--- src/rtl/core/scm_pkg.sv ---
// ============================================================================
// scm_pkg
// Shared types and constants of the scope trigger column mapper.
// ============================================================================
`default_nettype none

package scm_pkg;

    localparam int SAMPLE_W  = 16;
    localparam int CODE_W    = 8;
    localparam int RUN_W     = 11;
    localparam int BUDGET_W  = 8;
    localparam int CFG_IDX_W = 2;
    localparam int CFG_DAT_W = 11;

    localparam logic [CFG_IDX_W-1:0] CFG_TRIGGER_ENABLE  = 2'd0;
    localparam logic [CFG_IDX_W-1:0] CFG_SAMPLE_16BIT    = 2'd1;
    localparam logic [CFG_IDX_W-1:0] CFG_DISPLAY_COLUMNS = 2'd2;
    localparam logic [CFG_IDX_W-1:0] CFG_TRIGGER_LIMIT   = 2'd3;

    localparam logic [RUN_W-1:0]    RST_DISPLAY_COLUMNS = 11'd512;
    localparam logic [BUDGET_W-1:0] RST_TRIGGER_LIMIT   = 8'd200;

    localparam logic [7:0]                 QUIET8_LO    = 8'd120;
    localparam logic [7:0]                 QUIET8_HI    = 8'd136;
    localparam logic signed [SAMPLE_W-1:0] QUIET16_LO   = -16'sd1024;
    localparam logic signed [SAMPLE_W-1:0] QUIET16_HI   = 16'sd1024;
    localparam logic [CODE_W-1:0]          CODE8_OFFSET = 8'd112;
    localparam logic [CODE_W-1:0]          PAD_CODE     = 8'd128;

    localparam int FIFO_DEPTH = 4;
    localparam int FIFO_PTR_W = 2;
    localparam int FIFO_CNT_W = 3;

    typedef enum logic [2:0] {
        PH_QUIET = 3'b001,
        PH_LOUD  = 3'b010,
        PH_MAP   = 3'b100
    } t_phase;

    typedef struct packed {
        logic                trigger_enable;
        logic                sample_16bit;
        logic [RUN_W-1:0]    display_columns;
        logic [BUDGET_W-1:0] trigger_limit;
    } t_cfg;

    typedef struct packed {
        logic [CODE_W-1:0] level_code;
        logic [RUN_W-1:0]  run_length;
        logic              last_of_window;
    } t_result;

    typedef struct packed {
        logic [1:0] count;
        t_result    res0;
        t_result    res1;
    } t_push;

endpackage

`default_nettype wire

--- src/rtl/core/scm_if.sv ---
// ============================================================================
// scm_if
// Handshake channels of the mapper: sample items, result items, register writes.
// ============================================================================
`default_nettype none

interface scm_in_if;
    import scm_pkg::*;
    logic                       valid;
    logic                       ready;
    logic signed [SAMPLE_W-1:0] sample_value;
    logic                       has_sample;
    logic                       window_end;

    modport source (output valid, output sample_value, output has_sample,
                    output window_end, input ready);
    modport sink   (input valid, input sample_value, input has_sample,
                    input window_end, output ready);
endinterface

interface scm_out_if;
    import scm_pkg::*;
    logic              valid;
    logic              ready;
    logic [CODE_W-1:0] level_code;
    logic [RUN_W-1:0]  run_length;
    logic              last_of_window;

    modport source (output valid, output level_code, output run_length,
                    output last_of_window, input ready);
    modport sink   (input valid, input level_code, input run_length,
                    input last_of_window, output ready);
endinterface

interface scm_cfg_if;
    import scm_pkg::*;
    logic                 valid;
    logic                 ready;
    logic [CFG_IDX_W-1:0] index;
    logic [CFG_DAT_W-1:0] data;

    modport source (output valid, output index, output data, input ready);
    modport sink   (input valid, input index, input data, output ready);
endinterface

`default_nettype wire

--- src/rtl/core/scope_trigger_column_mapper_unit.sv ---
// ============================================================================
// scope_trigger_column_mapper_unit
// Maps a window of audio samples to oscilloscope column codes after a trigger.
// ============================================================================
//
//   Channel  Dir  Payload                                    Accepted when
//   i_in     in   sample_value, has_sample, window_end       valid && ready
//   o_out    out  level_code, run_length, last_of_window     valid && ready
//   i_cfg    in   index (0..3), data                         valid && ready
//
// An item passes the input register and the mapping logic and is queued in a
// four-entry result buffer, so one item is taken every cycle while the buffer
// has room. The input side stalls while fewer than two buffer entries are free;
// an item giving a sample column and a pad run needs two buffer entries.
// Reset is synchronous; it restores the register defaults and opens a fresh
// window on the next item. Register writes are always accepted.
// ============================================================================
`default_nettype none

module scope_trigger_column_mapper_unit #(
    parameter int MAX_COLUMNS = 1024
) (
    input  wire logic  i_clk,
    input  wire logic  i_rst_n,
    scm_in_if.sink     i_in,
    scm_out_if.source  o_out,
    scm_cfg_if.sink    i_cfg
);
    import scm_pkg::*;

    t_cfg    r_cfg;
    t_push   push;
    logic    space_ok;
    t_result result;

    assign i_cfg.ready = 1'b1;

    always_ff @(posedge i_clk) begin
        if (!i_rst_n) begin
            r_cfg.trigger_enable  <= 1'b0;
            r_cfg.sample_16bit    <= 1'b0;
            r_cfg.display_columns <= RST_DISPLAY_COLUMNS;
            r_cfg.trigger_limit   <= RST_TRIGGER_LIMIT;
        end else if (i_cfg.valid) begin
            unique case (i_cfg.index)
                CFG_TRIGGER_ENABLE:  r_cfg.trigger_enable  <= i_cfg.data[0];
                CFG_SAMPLE_16BIT:    r_cfg.sample_16bit    <= i_cfg.data[0];
                CFG_DISPLAY_COLUMNS: r_cfg.display_columns <= i_cfg.data[RUN_W-1:0];
                CFG_TRIGGER_LIMIT:   r_cfg.trigger_limit   <= i_cfg.data[BUDGET_W-1:0];
                default: begin
                end
            endcase
        end
    end

    scm_mapper #(
        .MAX_COLUMNS (MAX_COLUMNS)
    ) u_mapper (
        .i_clk          (i_clk),
        .i_rst_n        (i_rst_n),
        .i_cfg          (r_cfg),
        .i_in_valid     (i_in.valid),
        .o_in_ready     (i_in.ready),
        .i_sample_value (i_in.sample_value),
        .i_has_sample   (i_in.has_sample),
        .i_window_end   (i_in.window_end),
        .i_space_ok     (space_ok),
        .o_push         (push)
    );

    scm_result_fifo u_fifo (
        .i_clk      (i_clk),
        .i_rst_n    (i_rst_n),
        .i_push     (push),
        .o_space_ok (space_ok),
        .o_valid    (o_out.valid),
        .i_ready    (o_out.ready),
        .o_result   (result)
    );

    assign o_out.level_code     = result.level_code;
    assign o_out.run_length     = result.run_length;
    assign o_out.last_of_window = result.last_of_window;

endmodule

`default_nettype wire

--- src/rtl/core/scm_classify.sv ---
// ============================================================================
// scm_classify
// Quiet detection and column code of one sample, for 8-bit and 16-bit formats.
// ============================================================================
`default_nettype none

module scm_classify (
    input  wire logic signed [scm_pkg::SAMPLE_W-1:0] i_sample,
    input  wire logic                                i_sample_16bit,
    output logic                                     o_quiet,
    output logic [scm_pkg::CODE_W-1:0]               o_code
);
    import scm_pkg::*;

    logic [7:0]        byte_val;
    logic signed [4:0] q_floor;
    logic              round_up;
    logic signed [5:0] q_trunc;

    always_comb begin
        byte_val = i_sample[7:0];
        q_floor  = i_sample[15:11];
        round_up = i_sample[15] && (i_sample[10:0] != 11'd0);
        q_trunc  = {q_floor[4], q_floor} + {5'd0, round_up};
        if (i_sample_16bit) begin
            o_quiet = (i_sample > QUIET16_LO) && (i_sample < QUIET16_HI);
            o_code  = PAD_CODE + {{2{q_trunc[5]}}, q_trunc};
        end else begin
            o_quiet = (byte_val > QUIET8_LO) && (byte_val < QUIET8_HI);
            o_code  = {3'd0, byte_val[7:3]} + CODE8_OFFSET;
        end
    end

endmodule

`default_nettype wire

--- src/rtl/core/scm_mapper.sv ---
// ============================================================================
// scm_mapper
// Input register, trigger search and column counting; emits up to two results.
// ============================================================================
`default_nettype none

module scm_mapper #(
    parameter int MAX_COLUMNS = 1024
) (
    input  wire logic                                i_clk,
    input  wire logic                                i_rst_n,
    input  wire scm_pkg::t_cfg                       i_cfg,
    input  wire logic                                i_in_valid,
    output logic                                     o_in_ready,
    input  wire logic signed [scm_pkg::SAMPLE_W-1:0] i_sample_value,
    input  wire logic                                i_has_sample,
    input  wire logic                                i_window_end,
    input  wire logic                                i_space_ok,
    output scm_pkg::t_push                           o_push
);
    import scm_pkg::*;

    localparam int CW = $clog2(MAX_COLUMNS + 1);

    logic                       r_in_valid;
    logic signed [SAMPLE_W-1:0] r_sample;
    logic                       r_has;
    logic                       r_wend;

    logic                r_window_open, n_window_open;
    t_phase              r_phase, n_phase;
    logic [BUDGET_W-1:0] r_budget, n_budget;
    logic [CW-1:0]       r_cols, n_cols;

    logic                quiet;
    logic [CODE_W-1:0]   code;
    logic                fire;
    logic [31:0]         cols_ext;
    logic [CW-1:0]       cols_load;
    t_phase              phase_eff;
    logic [BUDGET_W-1:0] budget_eff;
    logic [CW-1:0]       cols_eff;
    logic                map_it;
    logic                emit_col;
    logic                emit_pad;
    logic [CW-1:0]       cols_after;
    logic [31:0]         pad_ext;
    t_result             col_res;
    t_result             pad_res;

    scm_classify u_classify (
        .i_sample       (r_sample),
        .i_sample_16bit (i_cfg.sample_16bit),
        .o_quiet        (quiet),
        .o_code         (code)
    );

    assign fire       = r_in_valid && i_space_ok;
    assign o_in_ready = !r_in_valid || i_space_ok;

    always_comb begin
        cols_ext  = 32'(i_cfg.display_columns);
        cols_load = (cols_ext > 32'(MAX_COLUMNS)) ? CW'(MAX_COLUMNS) : CW'(cols_ext);
        if (r_window_open) begin
            phase_eff  = r_phase;
            budget_eff = r_budget;
            cols_eff   = r_cols;
        end else begin
            phase_eff  = i_cfg.trigger_enable ? PH_QUIET : PH_MAP;
            budget_eff = i_cfg.trigger_limit;
            cols_eff   = cols_load;
        end

        n_phase  = phase_eff;
        n_budget = budget_eff;
        map_it   = 1'b0;
        if (r_has) begin
            unique case (phase_eff)
                PH_QUIET: begin
                    if (budget_eff == '0) begin
                        n_phase = PH_MAP;
                        map_it  = 1'b1;
                    end else begin
                        if (quiet) begin
                            n_phase = PH_LOUD;
                        end
                        n_budget = budget_eff - BUDGET_W'(1);
                    end
                end
                PH_LOUD: begin
                    if ((budget_eff == '0) || !quiet) begin
                        n_phase = PH_MAP;
                        map_it  = 1'b1;
                    end else begin
                        n_budget = budget_eff - BUDGET_W'(1);
                    end
                end
                PH_MAP: begin
                    map_it = 1'b1;
                end
                default: begin
                    map_it = 1'b1;
                end
            endcase
        end

        emit_col   = map_it && (cols_eff != '0);
        cols_after = emit_col ? (cols_eff - CW'(1)) : cols_eff;
        emit_pad   = r_wend && (cols_after != '0);
        n_cols     = emit_pad ? '0 : cols_after;
        n_window_open = !r_wend;

        pad_ext = 32'(cols_after);
        col_res.level_code     = code;
        col_res.run_length     = RUN_W'(1);
        col_res.last_of_window = (cols_after == '0);
        pad_res.level_code     = PAD_CODE;
        pad_res.run_length     = pad_ext[RUN_W-1:0];
        pad_res.last_of_window = 1'b1;

        o_push.res0 = emit_col ? col_res : pad_res;
        o_push.res1 = pad_res;
        if (!fire) begin
            o_push.count = 2'd0;
        end else begin
            o_push.count = {1'b0, emit_col} + {1'b0, emit_pad};
        end
    end

    always_ff @(posedge i_clk) begin
        if (!i_rst_n) begin
            r_in_valid    <= 1'b0;
            r_window_open <= 1'b0;
            r_phase       <= PH_QUIET;
            r_budget      <= RST_TRIGGER_LIMIT;
            r_cols        <= '0;
        end else begin
            if (o_in_ready) begin
                r_in_valid <= i_in_valid;
            end
            if (fire) begin
                r_window_open <= n_window_open;
                r_phase       <= n_phase;
                r_budget      <= n_budget;
                r_cols        <= n_cols;
            end
        end
    end

    always_ff @(posedge i_clk) begin
        if (o_in_ready && i_in_valid) begin
            r_sample <= i_sample_value;
            r_has    <= i_has_sample;
            r_wend   <= i_window_end;
        end
    end

endmodule

`default_nettype wire

--- src/rtl/core/scm_result_fifo.sv ---
// ============================================================================
// scm_result_fifo
// Small result queue taking up to two items per cycle and releasing one.
// ============================================================================
`default_nettype none

module scm_result_fifo (
    input  wire logic            i_clk,
    input  wire logic            i_rst_n,
    input  wire scm_pkg::t_push  i_push,
    output logic                 o_space_ok,
    output logic                 o_valid,
    input  wire logic            i_ready,
    output scm_pkg::t_result     o_result
);
    import scm_pkg::*;

    t_result               r_mem [FIFO_DEPTH];
    logic [FIFO_PTR_W-1:0] r_wr_ptr, n_wr_ptr;
    logic [FIFO_PTR_W-1:0] r_rd_ptr, n_rd_ptr;
    logic [FIFO_CNT_W-1:0] r_count, n_count;
    logic                  pop;
    logic [FIFO_PTR_W-1:0] wr_ptr_next;

    always_comb begin
        o_space_ok  = r_count <= FIFO_CNT_W'(FIFO_DEPTH - 2);
        o_valid     = r_count != '0;
        o_result    = r_mem[r_rd_ptr];
        pop         = o_valid && i_ready;
        wr_ptr_next = r_wr_ptr + FIFO_PTR_W'(1);
        n_wr_ptr    = r_wr_ptr + FIFO_PTR_W'(i_push.count);
        n_rd_ptr    = pop ? (r_rd_ptr + FIFO_PTR_W'(1)) : r_rd_ptr;
        n_count     = r_count + FIFO_CNT_W'(i_push.count) - FIFO_CNT_W'(pop);
    end

    always_ff @(posedge i_clk) begin
        if (!i_rst_n) begin
            r_wr_ptr <= '0;
            r_rd_ptr <= '0;
            r_count  <= '0;
        end else begin
            r_wr_ptr <= n_wr_ptr;
            r_rd_ptr <= n_rd_ptr;
            r_count  <= n_count;
        end
    end

    always_ff @(posedge i_clk) begin
        if (i_push.count != 2'd0) begin
            r_mem[r_wr_ptr] <= i_push.res0;
        end
        if (i_push.count == 2'd2) begin
            r_mem[wr_ptr_next] <= i_push.res1;
        end
    end

endmodule

`default_nettype wire

--- src/flat_wrapper.sv ---
// flat-port wrapper written by rule: the top's interface ports become plain ports
module scope_trigger_column_mapper_unit_flat import scm_pkg::*;
#(
    parameter int MAX_COLUMNS = 1024
)
  (i_clk, i_rst_n, i_in_valid, i_in_sample_value, i_in_has_sample, i_in_window_end, i_in_ready, o_out_valid, o_out_level_code, o_out_run_length, o_out_last_of_window, o_out_ready, i_cfg_valid, i_cfg_index, i_cfg_data, i_cfg_ready);
  scm_in_if i_in_i ();
  scm_out_if o_out_i ();
  scm_cfg_if i_cfg_i ();
  input  wire logic i_clk;
  input  wire logic i_rst_n;
  input wire logic [$bits(i_in_i.valid)-1:0] i_in_valid;
  input wire logic [$bits(i_in_i.sample_value)-1:0] i_in_sample_value;
  input wire logic [$bits(i_in_i.has_sample)-1:0] i_in_has_sample;
  input wire logic [$bits(i_in_i.window_end)-1:0] i_in_window_end;
  output wire logic [$bits(i_in_i.ready)-1:0] i_in_ready;
  output wire logic [$bits(o_out_i.valid)-1:0] o_out_valid;
  output wire logic [$bits(o_out_i.level_code)-1:0] o_out_level_code;
  output wire logic [$bits(o_out_i.run_length)-1:0] o_out_run_length;
  output wire logic [$bits(o_out_i.last_of_window)-1:0] o_out_last_of_window;
  input wire logic [$bits(o_out_i.ready)-1:0] o_out_ready;
  input wire logic [$bits(i_cfg_i.valid)-1:0] i_cfg_valid;
  input wire logic [$bits(i_cfg_i.index)-1:0] i_cfg_index;
  input wire logic [$bits(i_cfg_i.data)-1:0] i_cfg_data;
  output wire logic [$bits(i_cfg_i.ready)-1:0] i_cfg_ready;
  assign i_in_i.valid = i_in_valid;
  assign i_in_i.sample_value = i_in_sample_value;
  assign i_in_i.has_sample = i_in_has_sample;
  assign i_in_i.window_end = i_in_window_end;
  assign i_in_ready = i_in_i.ready;
  assign o_out_valid = o_out_i.valid;
  assign o_out_level_code = o_out_i.level_code;
  assign o_out_run_length = o_out_i.run_length;
  assign o_out_last_of_window = o_out_i.last_of_window;
  assign o_out_i.ready = o_out_ready;
  assign i_cfg_i.valid = i_cfg_valid;
  assign i_cfg_i.index = i_cfg_index;
  assign i_cfg_i.data = i_cfg_data;
  assign i_cfg_ready = i_cfg_i.ready;
  scope_trigger_column_mapper_unit #(.MAX_COLUMNS(MAX_COLUMNS)) u_core (.i_clk(i_clk), .i_rst_n(i_rst_n), .i_in(i_in_i), .o_out(o_out_i), .i_cfg(i_cfg_i));
endmodule
--- config.mk ---
export PLATFORM = sky130hd
export DESIGN_NAME = scope_trigger_column_mapper_unit_flat
export DESIGN_NICKNAME = d
export VERILOG_FILES = /design/src/rtl/core/scm_pkg.sv /design/src/rtl/core/scm_if.sv /design/src/rtl/core/scope_trigger_column_mapper_unit.sv /design/src/rtl/core/scm_classify.sv /design/src/rtl/core/scm_mapper.sv /design/src/rtl/core/scm_result_fifo.sv /design/src/flat_wrapper.sv
export SDC_FILE = /design/constraint.sdc
export NUM_CORES = 1
export LEC_CHECK = 0
export BUFFER_PORTS_ARGS = -buffer_cell sky130_fd_sc_hd__clkbuf_2
export CAP_MARGIN = 25
export CORE_MARGIN = 2
export CORE_UTILIZATION = 45
export DETAILED_ROUTE_END_ITERATION = 12
export GPL_TIMING_DRIVEN = 0
export PLACE_DENSITY_LB_ADDON = 0.12
export SYNTH_ARGS = -nofsm -noshare
export SYNTH_HDL_FRONTEND = slang
export SYNTH_HIERARCHICAL = 1
export SYNTH_SLANG_ARGS = --single-unit
export TNS_END_PERCENT = 50
--- constraint.sdc ---
create_clock -name i_clk -period 8.6 [get_ports i_clk]
set_input_delay 0.43 -clock i_clk [delete_from_list [all_inputs] [get_ports i_clk]]
set_output_delay 0.43 -clock i_clk [all_outputs]
set_load 0.03 [all_outputs]
=== Word level (Yosys, flattened, before mapping) ===
Memories as Yosys holds them, arrays and structs flattened. A register that Yosys moved wholly into a read port is not among the register bits.
Cells that the tools add are included.

* Add/sub/neg operators: 11
* Multipliers: 0
* Divide/modulo/power cells: 0
* Order comparisons: 6
* Equality and inequality tests: 6
* Shifts and indexed selects: 0
* Muxes and demuxes: 30
* Bitwise operators: 0
* Reductions and logical operators: 25

{| class="wikitable"
|+ Operators with widths
! operator !! number
|-
| two-way mux 11 bit || 4
|-
| two-way mux 8 bit || 5
|-
| nonzero test 11 bit || 3
|-
| two-way mux 20 bit || 1
|-
| two-way mux 3 bit || 6
|-
| > comparator 16 x 11 -> 1 bit (second input constant) || 1
|-
| less-than comparator 16 x 12 -> 1 bit (second input constant) || 1
|-
| case mux 8 bit (2 select lines) || 1
|-
| > comparator 11 bit (second input constant) || 1
|-
| logical NOT 11 bit || 1
|-
| subtractor 11 x 1 -> 11 bit (second input constant) || 1
|-
| adder 5 x 7 -> 8 bit (second input constant) || 1
|-
| adder 8 bit (first input constant) || 1
|-
| > comparator 8 x 7 -> 1 bit (second input constant) || 1
|-
| logical AND 1 bit || 8
|-
| logical NOT 8 bit || 1
|-
| less-than comparator 8 bit (second input constant) || 1
|-
| two-way mux 1 bit || 8
|-
| AND reduction 2 bit || 4
|-
| subtractor 8 x 1 -> 8 bit (second input constant) || 1
|-
| adder 5 x 2 -> 6 bit || 1
|-
| equality test 2 bit (second input constant) || 3
|-
| two-way mux 2 bit || 3
|-
| case mux 3 bit (2 select lines) || 1
|-
| 15 further kinds || 19
|}

* Bits in registers: 70
* Bits in latches: 0
* Memory bits (writable): 80
* Bits in read-only memories: 0
* Input bits: 36
* Output and inout bits: 23
* Word-level logic and storage cells: 94
* Memories: 1

{| class="wikitable"
|+ Memories
! name !! depth !! bits a word !! rd ports !! clocked after Yosys merged registers in !! write ports !! line !! RTL
|-
| u_core.u_fifo.r_mem || 4 || 20 || 1 || 1 || 2 || scm_result_fifo.sv:18 || <nowiki>t_result r_mem [FIFO_DEPTH];</nowiki>
|}

=== Logic depth before layout (Yosys ltp) ===
Gate-level depths: netlist of the first run.

* Depth in word-level cells: 17
* Mapped depth: 26
* Gate-level depth less buffers: 20

=== Hierarchy ===
The synthesis of the first run kept the hierarchy.

{| class="wikitable"
|+ By module, submodules not included
! module !! instances !! cells an instance !! area an instance (um^2) !! sequential area each (um^2)
|-
| scm_result_fifo || 1 || 243 || 4523.1 || 2582.5
|-
| scm_mapper || 1 || 302 || 2687.6 || 1021.0
|-
| scope_trigger_column_mapper_unit || 1 || 92 || 880.8 || 420.4
|-
| scm_classify || 1 || 36 || 256.5 || 0.0
|}

=== Worst setup path after synthesis of the first run ===
No wires, ideal clock.

* Path kind: register to register
* Start: reg u_core.u_mapper.r_window_open
* End: mem u_core/u_fifo/r_mem[0][0] (netlist name) (enable)
* Library setup time: 428 ps
* Arrival time: 6330 ps
* Required time: 8172 ps
* Path slack: 1841 ps
* Cell stages (with the launch flop): 22
* Buffers on the path: 6
* Period minus slack after synthesis: 6759 ps
* Cell sequence: dfxtp_1 buf_6 buf_2 buf_2 buf_2 buf_1 nor3b_1 a21oi_1 ha_1 nand3_1 or2_2 o21a_2 clkbuf_1 inv_1 ha_1 or3_1 or4_4 o31a_1 ha_1 and3_1 nor2_1 o31ai_1

{| class="wikitable"
|+ RTL lines
! what !! line !! RTL
|-
| from (decl) || scm_mapper.sv:30 || <nowiki>logic r_window_open, n_window_open;</nowiki>
|-
| from (signal assigned) || scm_mapper.sv:142 || <nowiki>r_window_open <= n_window_open;</nowiki>
|-
| to (decl) || scm_result_fifo.sv:18 ||
|}

==> flow_results.org, run 1 <==
** Global routing
- After global routing the overflow that remains totals 0.
- Entering global routing, the biggest net connects 21 pins.
- Total track usage :: 20.41%
- The number of antenna violations at the first check in global routing is 0.
- The first global-routing pass estimated 30.68 mm of wire.
- Number of global-route vias before repair :: 5700

** Synthesis
- Sorting the synthesized cells by area gives the leading types as sky130_fd_sc_hd__edfxtp_1 (35%), sky130_fd_sc_hd__dfxtp_1 (13%), sky130_fd_sc_hd__mux2_4 (7.0%).
- Synthesis inferred 152 register bits.
- The cell count after synthesis came out at 673.
- Yosys instantiated no cell more often than sky130_fd_sc_hd__edfxtp_1.
- Summed over all instances, the cell type with the most area after synthesis is sky130_fd_sc_hd__edfxtp_1.
- By count the netlist is led by sky130_fd_sc_hd__edfxtp_1 (98), sky130_fd_sc_hd__dfxtp_1 (54), sky130_fd_sc_hd__nor2_1 (49), sky130_fd_sc_hd__nand2_1 (45), sky130_fd_sc_hd__mux2_2 (42).
- Each instance of the synthesized netlist takes up on average 12.40 um2.
- Post-synth design cell area :: 0.008348 mm2
- In this run, synthesis inferred 98 flip-flops with an integrated enable.
- Synth warnings :: 6
- In the synthesized netlist the dominant register cell turns out to be sky130_fd_sc_hd__edfxtp_1.
- For this run, asynchronously set or reset flops after synthesis account for 0%.
- Sequential share of the synthesized area :: 48.20%
- Of the post-synthesis cell area, the dominant cell type holds 35.25%.
- The netlist uses 78 different library cells.

** STA
- The number of endpoints with negative hold slack in the final report was 0.
- Min Clock Period, post-route :: 7.268 ns
- Transition at the pin with the smallest max-transition slack :: 0.9331 ns
- Final sum of negative setup slack :: 0 ns
- The max-slew violation total from the final report came to 0.
- The worst pin sits at a relative slew slack of 37.80%.
- Period utilisation layout :: 84.52%
- Worst Slack Setup Final :: 1.332 ns
- For this run, the top clock speed supported by timing is 137.6 MHz.
- Clock skew on the completed layout was measured at 0.01423 ns.
- Setup violations remaining at the end of the flow were counted as 0.
- Unrepaired setup endpoints after global routing :: no

** Die
- IO Count :: 59
- Die span in x :: 140.2 um
- Die area :: 0.01966 mm2
- Initial Util :: 46.16%
- Height of the chip :: 140.2 um
- The core region is 0.01809 mm2.
- Rows :: 49

** Power and ir drop
- Of the total power, the share spent switching nets is 31.40%.
- Worst voltage drop across the vdd grid :: 143.4 uV
- In this run, the clock network consumes 33.2% of the power.
- Sequential power share :: 40.4%
- Net load switching power :: 683.6 uW
- Dividing total power by cell area gives a power density of 226.1 mW/mm2.
- Design Power :: 2.177 mW
- The share of total power dissipated in combinational logic is 26.4%.
- For this design the static power due to leakage is 3.735 nW.
- Internal power comes to 1.493 mW.

** Worst hold path
- Worst Min Path Start :: i_in_sample_value[6]
- Worst Hold Class :: in2reg
- The path with the worst hold slack has its endpoint at u_core/u_mapper/r_sample[6].
- Count of cells along the worst hold path :: 1

** Worst setup path
- Source of the critical timing path :: u_core/u_mapper/r_window_open
- Slowest library cell on the worst path :: sky130_fd_sc_hd__buf_1
- Together, buffers and inverters on the worst path number 9.
- Critical Path AT :: 7.40 ns
- Top Family by Delay on Critical Path :: buffers and inverters
- Reg2Reg Setup Slack :: 1.33 ns
- The critical path goes through buf_6 > buf_2 > buf_2 > buf_2 > buf_1 > nor3b_1 > a21oi_1 > ha_1 > nand3_1 > or2_2 > o21a_2 > clkbuf_1 > inv_1 > ha_1 > or3_1 > or4_4 > o31a_1 > ha_1 > and3_1 > and4bb_1 > buf_6 > a21o_1 > buf_16.
- STA classifies the critical path endpoint as a flop.
- Critical Setup Path Class :: reg2reg
- STA classifies the critical path startpoint as a flop.
- In this run the worst path has a maximum fanout of 14.
- Worst Reg2Reg Path Length in Cells :: 23
- The worst register-to-register path begins at u_core/u_mapper/r_window_open.
- Worst Path Required :: 8.74 ns
- Delay of the slowest cell on the worst path :: 0.50 ns
- The endpoint identified for the worst register-to-register timing path is u_core/u_fifo/r_mem[2][8].

** Clock network
- In this run, post-CTS hold repair placed 0 buffers.
- In this run the number of H-tree levels came out at 4.
- Clock root buffer :: sky130_fd_sc_hd__clkbuf_16
- The clock drives 152 sinks.
- Maximum buffer depth of the clock tree :: 2
- TritonCTS built the clock tree.
- In this run, post-CTS repair resized a total of 0 instances.
- Clock latency of the later-clocked register in the worst-skew pair :: 0.43 ns
- After clock tree synthesis, the clock-pin slew on the worst setup and hold paths is 0.06 ns.
- After clock tree synthesis, the setup repair step added 0 buffers.
- Clock tree synthesis inserted a total of 17 buffers.

** Finish
- Cells with a size suffix above 1 make up 32.34% of the layout.
- Layout-stage area growth over the synthesis result :: 15.32%
- Cells fill 53.23% of the core in the end.
- After filler insertion, the fill cell instance count of the layout stands at 1514.
- The final layout contains 804 nets.
- The repair_antennas step left the layout with diodes totalling 0.
- Non-filler cells, final :: 999

** Route
- Aggregate routed wire length :: 19.22 mm
- Overall via count from detail_route :: 5634
- Drt via density :: 5.640
- Remaining design rule violation count :: 0
- In the final routed layout, each cell accounts on average for 19.24 um.
- The first TritonRoute pass finished after 5 iterations.
- First-iteration detailed-routing DRC count :: 381
- Count of nets left with antenna violations after detail routing :: 0

** Placed design
- Port buffering added 54 buffers.
- At the placement stage, the worst setup path has a slack of 1.064 ns.
- The number of placed instances, taps included, is 966.
- The congestion estimate from routability-driven global placement came to 0.9264.
- Estimated wirelength of the detail-placed design :: 14.03 mm

** Run status
- Outcome :: finished, final reports clean

** Job
- MaxCap Viol Count :: 0
cells by family after synthesis:
| kind of cell | after synthesis | share of synthesized area [%] |
|---|---|---|
| fa+ha+maj | 11 | 1.739 |
| xor+xnor | 11 | 1.484 |
| compound gates | 98 | 8.318 |
| other cells | 3 | 0.1349 |
| buf+inv | 67 | 4.721 |
| simple gates | 190 | 12.52 |
| mux | 141 | 22.89 |
| flops | 152 | 48.20 |
per-layer routing:
metal  share of wire, %  track usage [%]  vias up
li1                   -                -     2679
met4                1.8            7.974        0
met1                 44            26.38     2805
met2                 50            34.55      130
met5                  0                0        -
met3                3.7            3.248       20
through the flow:
step	cell area (um2)	hold slack [ns]
after CTS	9599	0.1537
final	9627	0.1738
after global routing	9627	0.1561
after detailed placement	9032	0.4559
after floorplan	8374	0.4299
after global placement	8931	0.4412
worst reg2reg max path, cell delays in order (launching register included):
cell                       delay [ns]
sky130_fd_sc_hd__dfxtp_1         0.39
sky130_fd_sc_hd__buf_6           0.17
sky130_fd_sc_hd__buf_2           0.24
sky130_fd_sc_hd__buf_2           0.29
sky130_fd_sc_hd__buf_2           0.30
sky130_fd_sc_hd__buf_1           0.50
sky130_fd_sc_hd__nor3b_1         0.13
sky130_fd_sc_hd__a21oi_1         0.29
sky130_fd_sc_hd__ha_1            0.26
sky130_fd_sc_hd__nand3_1         0.11
sky130_fd_sc_hd__or2_2           0.36
sky130_fd_sc_hd__o21a_2          0.27
sky130_fd_sc_hd__clkbuf_1        0.26
sky130_fd_sc_hd__inv_1           0.12
sky130_fd_sc_hd__ha_1            0.31
sky130_fd_sc_hd__or3_1           0.40
sky130_fd_sc_hd__or4_4           0.44
sky130_fd_sc_hd__o31a_1          0.29
sky130_fd_sc_hd__ha_1            0.26
sky130_fd_sc_hd__and3_1          0.27
sky130_fd_sc_hd__and4bb_1        0.45
sky130_fd_sc_hd__buf_6           0.23
sky130_fd_sc_hd__a21o_1          0.40
sky130_fd_sc_hd__buf_16          0.22
power by group through the flow:
stage                     combinational, mW  clock, mW  sequential [mW]
after floorplan                       0.429          0            0.884
after global placement                0.557          0            0.895
after detailed placement              0.576          0            0.896
after CTS                             0.578      0.735            0.881
after global routing                  0.622      0.771            0.887
final                                 0.574      0.723            0.880
final cells by class:
class                      count  area (um2)  area share [%]
sequential                   152        4024           41.80
tap                          229       286.5           2.976
buffer                        49       326.6           3.392
clock buffer                  18       429.2           4.458
multi-input combinational    461        3975           41.29
inverter                      18       67.56          0.7018
timing repair buffer          58       380.4           3.951
clock inverter                14       137.6           1.430
placed cells by master, fill, tap and decap left out, types with 5 or more instances in the layout:
cell / count
sky130_fd_sc_hd__edfxtp_1: 98
sky130_fd_sc_hd__clkbuf_2: 54
sky130_fd_sc_hd__dfxtp_1: 54
sky130_fd_sc_hd__nor2_1: 48
sky130_fd_sc_hd__nand2_1: 45
sky130_fd_sc_hd__mux2_2: 42
sky130_fd_sc_hd__mux2i_1: 39
sky130_fd_sc_hd__mux2_4: 39
sky130_fd_sc_hd__a21oi_1: 25
sky130_fd_sc_hd__mux4_2: 20
sky130_fd_sc_hd__clkbuf_16: 17
sky130_fd_sc_hd__inv_1: 17
sky130_fd_sc_hd__and2_1: 15
sky130_fd_sc_hd__o21ai_0: 15
sky130_fd_sc_hd__buf_2: 14
sky130_fd_sc_hd__clkbuf_1: 13
sky130_fd_sc_hd__buf_4: 13
sky130_fd_sc_hd__nor3b_1: 10
sky130_fd_sc_hd__conb_1: 10
sky130_fd_sc_hd__ha_1: 10
sky130_fd_sc_hd__a22oi_1: 10
sky130_fd_sc_hd__buf_6: 8
sky130_fd_sc_hd__nand4_1: 8
sky130_fd_sc_hd__o211ai_1: 8
sky130_fd_sc_hd__nand3_1: 8
sky130_fd_sc_hd__xor2_1: 8
sky130_fd_sc_hd__inv_6: 5
sky130_fd_sc_hd__nor2b_1: 5
sky130_fd_sc_hd__or2_2: 5
worst max path at each step:
| stage | endpoint | slack, ns | depth (start not counted) |
|---|---|---|---|
| floorplan | u_core/u_fifo/r_mem[0][0] | 1.84 | 21 |
| CTS | u_core/u_fifo/r_mem[2][3] | 1.03 | 22 |
| global route | u_core/u_fifo/r_mem[2][3] | 0.88 | 23 |
| global placement | u_core/u_fifo/r_mem[0][4] | -0.58 | 21 |
| detailed placement | u_core/u_fifo/r_mem[2][4] | 1.06 | 22 |
| finish | u_core/u_fifo/r_mem[2][8] | 1.33 | 23 |
flip-flops by register name, summed over array words and instances, names as in the netlist, named ones only:
signal and count:
u_core/r_cfg 21, u_core/u_fifo/r_count 3, u_core/u_fifo/r_mem 80, u_core/u_fifo/r_rd_ptr 2
u_core/u_fifo/r_wr_ptr 2, u_core/u_mapper/r_budget 8, u_core/u_mapper/r_cols 11, u_core/u_mapper/r_has 1
u_core/u_mapper/r_in_valid 1, u_core/u_mapper/r_phase 3, u_core/u_mapper/r_sample 16, u_core/u_mapper/r_wend 1
u_core/u_mapper/r_window_open 1
No activity file was read; power rests on OpenSTA's default activity.
==> run 2, diff against run 1 <==
--- a/config.mk
+++ b/config.mk
@@ -5,6 +5,7 @@
 export SDC_FILE = /design/constraint.sdc
 export NUM_CORES = 1
 export LEC_CHECK = 0
+export ABC_AREA = 1
 export BUFFER_PORTS_ARGS = -buffer_cell sky130_fd_sc_hd__clkbuf_2
 export CAP_MARGIN = 25
 export CORE_MARGIN = 2
==> constraint.sdc (replaced) <==
create_clock -name i_clk -period 6.53 [get_ports i_clk]
set_input_delay 0.3265 -clock i_clk [delete_from_list [all_inputs] [get_ports i_clk]]
set_output_delay 0.3265 -clock i_clk [all_outputs]
set_load 0.03 [all_outputs]
==> run 2 against run 1 <==
Clock power up 31%; clock skew up 0.0024 ns; non-clock buffer count rose by 12; critical path type unchanged; highest routed layer unchanged.
==> flow_results.org, run 2 <==
** STA
- Min Clock Period, post-route :: 5.676 ns
- Period utilisation layout :: 86.92%
- Based on the critical path, the design can be clocked at up to 176.2 MHz.
- Clock skew after layout :: 0.01667 ns
- The max-slew violation total from the final report was 0.
- Transition at the pin with the smallest max-transition slack :: 0.7875 ns
- Slew HR :: 47.31%
- Count of endpoints failing hold in the final timing report :: 0
- Unrepaired setup endpoints after global routing :: no
- On the final layout, the worst hold slack is 0.07706 ns.
- Final setup violation count :: 0
- Final sum of negative setup slack :: 0 ns

** Global routing
- The total overflow left after global routing is 0.
- Global-route wire length before repair :: 34.13 mm
- The number of antenna violations at the first check in global routing is 0.
- Maximum number of pins on one net before global-route repair :: 18
- Number of global-route vias before repair :: 6667
- Total track usage :: 21.51%

** Synthesis
- Yosys instantiated no cell more often than sky130_fd_sc_hd__nand2_1.
- After synthesis the cells add up to 0.008797 mm2.
- Largest cells by area after synthesis :: sky130_fd_sc_hd__edfxtp_1 (33%), sky130_fd_sc_hd__dfxtp_1 (12%), sky130_fd_sc_hd__nand2_1 (12%)
- Sequential cells were found to cover 45.74% of the synthesized design area.
- The Yosys step of the flow raised 6 warnings.
- Number of instances in the synthesized netlist :: 1094
- Number of distinct library cell variants in the gate-level netlist after synthesis :: 48
- Async set-or-reset flop fraction in the synthesized netlist :: 0%
- Cell taking the most area after synthesis :: sky130_fd_sc_hd__edfxtp_1
- Among all flip-flop cells after synthesis, the most frequent one is sky130_fd_sc_hd__edfxtp_1.
- Synthesized area per cell :: 8.041 um2
- Share of Yosys cell area claimed by the top area cell type :: 33.45%
- Flops & latches, synth :: 152
- The synthesized design contains 98 enable-type register cells.
- Top cell types by occurrence after synthesis :: sky130_fd_sc_hd__nand2_1 (282), sky130_fd_sc_hd__nor2_1 (153), sky130_fd_sc_hd__inv_1 (128), sky130_fd_sc_hd__edfxtp_1 (98), sky130_fd_sc_hd__o21ai_2 (67)

** Clock network
- In this run, post-CTS hold repair placed 0 buffers.
- Clock latency of the later-clocked register in the worst-skew pair :: 0.42 ns
- The tree built by TritonCTS fans out to 152 sinks.
- Maximum buffer depth of the clock tree :: 2
- After clock tree synthesis, the clock-pin slew on the worst setup and hold paths is 0.06 ns.
- Number of levels the H-tree was split into :: 4
- The number of gates resized after CTS was 0.
- Post-CTS timing repair inserted 0 buffers for setup.
- Clock tree from TritonCTS :: built
- TritonCTS created 17 clock buffers.
- CTS placed an instance of sky130_fd_sc_hd__clkbuf_16 at the clock tree root.

** Finish
- Layout cell share with drive strength beyond 1 :: 20.50%
- Largest reg by FF count :: u_core/u_fifo/r_mem
- In the final layout, the multi-input gates occupy 0.003886 mm2.
- Number of flip-flops under the largest register name :: 80
- Count of antenna diodes in the layout :: 0
- Summing all flip-flop and latch instances after layout gives 0.004024 mm2.
- The library cells used most frequently in the layout, excluding fill and tap cells, are sky130_fd_sc_hd__nand2_1 (282), sky130_fd_sc_hd__nor2_1 (153), sky130_fd_sc_hd__inv_1 (128).
- Total number of nets in the final design :: 1229
- Layout-stage area growth over the synthesis result :: 15.84%
- The library cell used most frequently in the layout, excluding fill and tap cells, is sky130_fd_sc_hd__nand2_1.
- Counting the fill cells in the layout gives 1826.
- Registers with the most flip-flops :: u_core/u_fifo/r_mem x80, u_core/r_cfg x21, u_core/u_mapper/r_sample x16

** Worst hold path
- Destination of the worst hold path :: u_core/u_mapper/r_sample[6]
- The min-delay analysis places its worst path in the category in2reg.
- Worst Min Path Start :: i_in_sample_value[6]
- Count of cells along the worst hold path :: 1

** Power and ir drop
- Across the VDD grid, the largest voltage drop is 202.4 uV.
- For this design the static power due to leakage is 4.447 nW.
- Power per unit of standard cell area :: 299.3 mW/mm2

** Worst setup path
- Worst Reg2Reg Path Length in Cells :: 26
- For the worst setup path, the data arrival time is 5.80 ns.
- STA classifies the critical path endpoint as a flop.
- Across all register-to-register paths, the minimum setup slack is 0.85 ns.
- Category of the worst setup path launch point :: flop
- Max Fanout on Critical Path :: 13
- Worst reg2reg path startpoint :: u_core/u_mapper/r_window_open
- The critical path is of the reg2reg type.
- Data on the critical path is required at its endpoint by 6.65 ns.
- Capturing point of the worst reg2reg path :: u_core/u_fifo/r_mem[0][3]

** Placed design
- During placement, the flow inserted port buffers numbering 57.
- Placer congestion estimate :: 0.8755
- Estimated wirelength of the detail-placed design :: 15.41 mm

** Die
- Once the floorplan was initialized, standard cells occupied 45.50% of the core.
- Die span in x :: 143.8 um
- After floorplanning, the core was divided into 51 placement rows.
- IO Count :: 59
- The floorplan step set the die height to 143.8 um.
- Placeable core area :: 0.01933 mm2
- Die area :: 0.02068 mm2

** Run status
- Outcome :: finished, final reports clean

** Route
- Across all layers, the routed design uses 7250 vias.
- First-pass iteration count of the detailed router :: 5
- The count of nets left with antenna violations once routing finished came out at 0.
- In this run, the number of DRC markers left after iteration 0 of detailed routing was 463.
- Dividing the detail-routed wire length by the instance count gives 14.69 um.
- Aggregate routed wire length :: 21.45 mm
- Remaining design rule violation count :: 0
- Drt via density :: 4.966

** Job
- MaxCap Viol Count :: 0
-- run 2: cells by family after synthesis --
kind of cell    share of synthesized area (%)
other cells                            0.1280
mux                                    0.1138
xor+xnor                               0.2987
buf+inv                                 11.05
compound gates                          16.07
fa+ha+maj                               1.650
simple gates                            24.95
flops                                   45.74
-- run 2: worst max path at each step --
stage                             startpoint  depth (start not counted)  slack, ns                         to
6_report       u_core/u_mapper/r_window_open                         26       0.85  u_core/u_fifo/r_mem[0][3]
5_1_grt        u_core/u_mapper/r_window_open                         26       0.44  u_core/u_fifo/r_mem[0][3]
4_1_cts        u_core/u_mapper/r_window_open                         26       0.85  u_core/u_fifo/r_mem[0][3]
3_5_place_dp   u_core/u_mapper/r_window_open                         26       0.88  u_core/u_fifo/r_mem[0][0]
3_3_place_gp   u_core/u_mapper/r_window_open                         25      -1.29  u_core/u_fifo/r_mem[0][4]
2_1_floorplan  u_core/u_mapper/r_window_open                         25       0.91  u_core/u_fifo/r_mem[0][0]
-- run 2: worst max-delay path, cell delays in order (launching register included) --
cell	delay [ns]
sky130_fd_sc_hd__dfxtp_1	0.33
sky130_fd_sc_hd__buf_6	0.14
sky130_fd_sc_hd__buf_6	0.15
sky130_fd_sc_hd__buf_6	0.16
sky130_fd_sc_hd__mux2i_1	0.36
sky130_fd_sc_hd__ha_1	0.25
sky130_fd_sc_hd__nand2_1	0.12
sky130_fd_sc_hd__nor3_4	0.21
sky130_fd_sc_hd__nand2_2	0.14
sky130_fd_sc_hd__nand3_4	0.12
sky130_fd_sc_hd__nand2_4	0.08
sky130_fd_sc_hd__clkinv_4	0.10
sky130_fd_sc_hd__nand2_4	0.10
sky130_fd_sc_hd__buf_6	0.16
sky130_fd_sc_hd__ha_1	0.33
sky130_fd_sc_hd__inv_1	0.12
sky130_fd_sc_hd__nand3_2	0.08
sky130_fd_sc_hd__nor3_2	0.11
sky130_fd_sc_hd__nand3_1	0.16
sky130_fd_sc_hd__nand2_2	0.16
sky130_fd_sc_hd__inv_1	0.05
sky130_fd_sc_hd__ha_1	0.26
sky130_fd_sc_hd__inv_1	0.03
sky130_fd_sc_hd__nor2_1	0.44
sky130_fd_sc_hd__nor2_1	0.33
sky130_fd_sc_hd__o31ai_4	0.63
sky130_fd_sc_hd__buf_16	0.23
-- run 2: power breakdown --
group | internal (mW) | switching [mW] | total [mW]
combinational | 0.284 | 0.649 | 0.933
clock | 0.559 | 0.387 | 0.947
sequential | 1.13 | 0.0455 | 1.17
total | 1.97 | 1.08 | 3.05
-- run 2: layout make-up --
type | count | share of cell area (%)
clock inverter | 13 | 1.314
buffer | 57 | 4.346
tap | 265 | 3.254
inverter | 139 | 5.193
sequential | 152 | 39.48
multi-input combinational | 753 | 38.13
timing repair buffer | 62 | 4.027
clock buffer | 19 | 4.248
-- run 2: metrics by stage --
| step | power, mW | utilization (%) | worst slack, ns | instance area [um2] | cells |
|---|---|---|---|---|---|
| floorplan | 1.846 | - | 0.9105 | 8823 | 1101 |
| global placement | 2.089 | 48.83 | -1.287 | 9440 | 1423 |
| detailed placement | 2.123 | 49.78 | 0.8832 | 9624 | 1428 |
| CTS | 3.068 | 52.71 | 0.8535 | 10190 | 1460 |
| global route | 3.229 | 52.71 | 0.4365 | 10190 | 1460 |
| finish | 3.050 | 52.71 | 0.8540 | 10190 | 1460 |
-- run 2: routing by layer --
metal / part of all wire, % / wire length [um] / up-vias / GRT usage (%)
met3: 4.5 / 968 / 22 / 3.665
met4: 1.3 / 278 / 0 / 6.398
met5: 0 / 0 / - / 0
li1: - / - / 3742 / -
met2: 48 / 10270 / 188 / 35.86
met1: 46 / 9927 / 3298 / 28.76
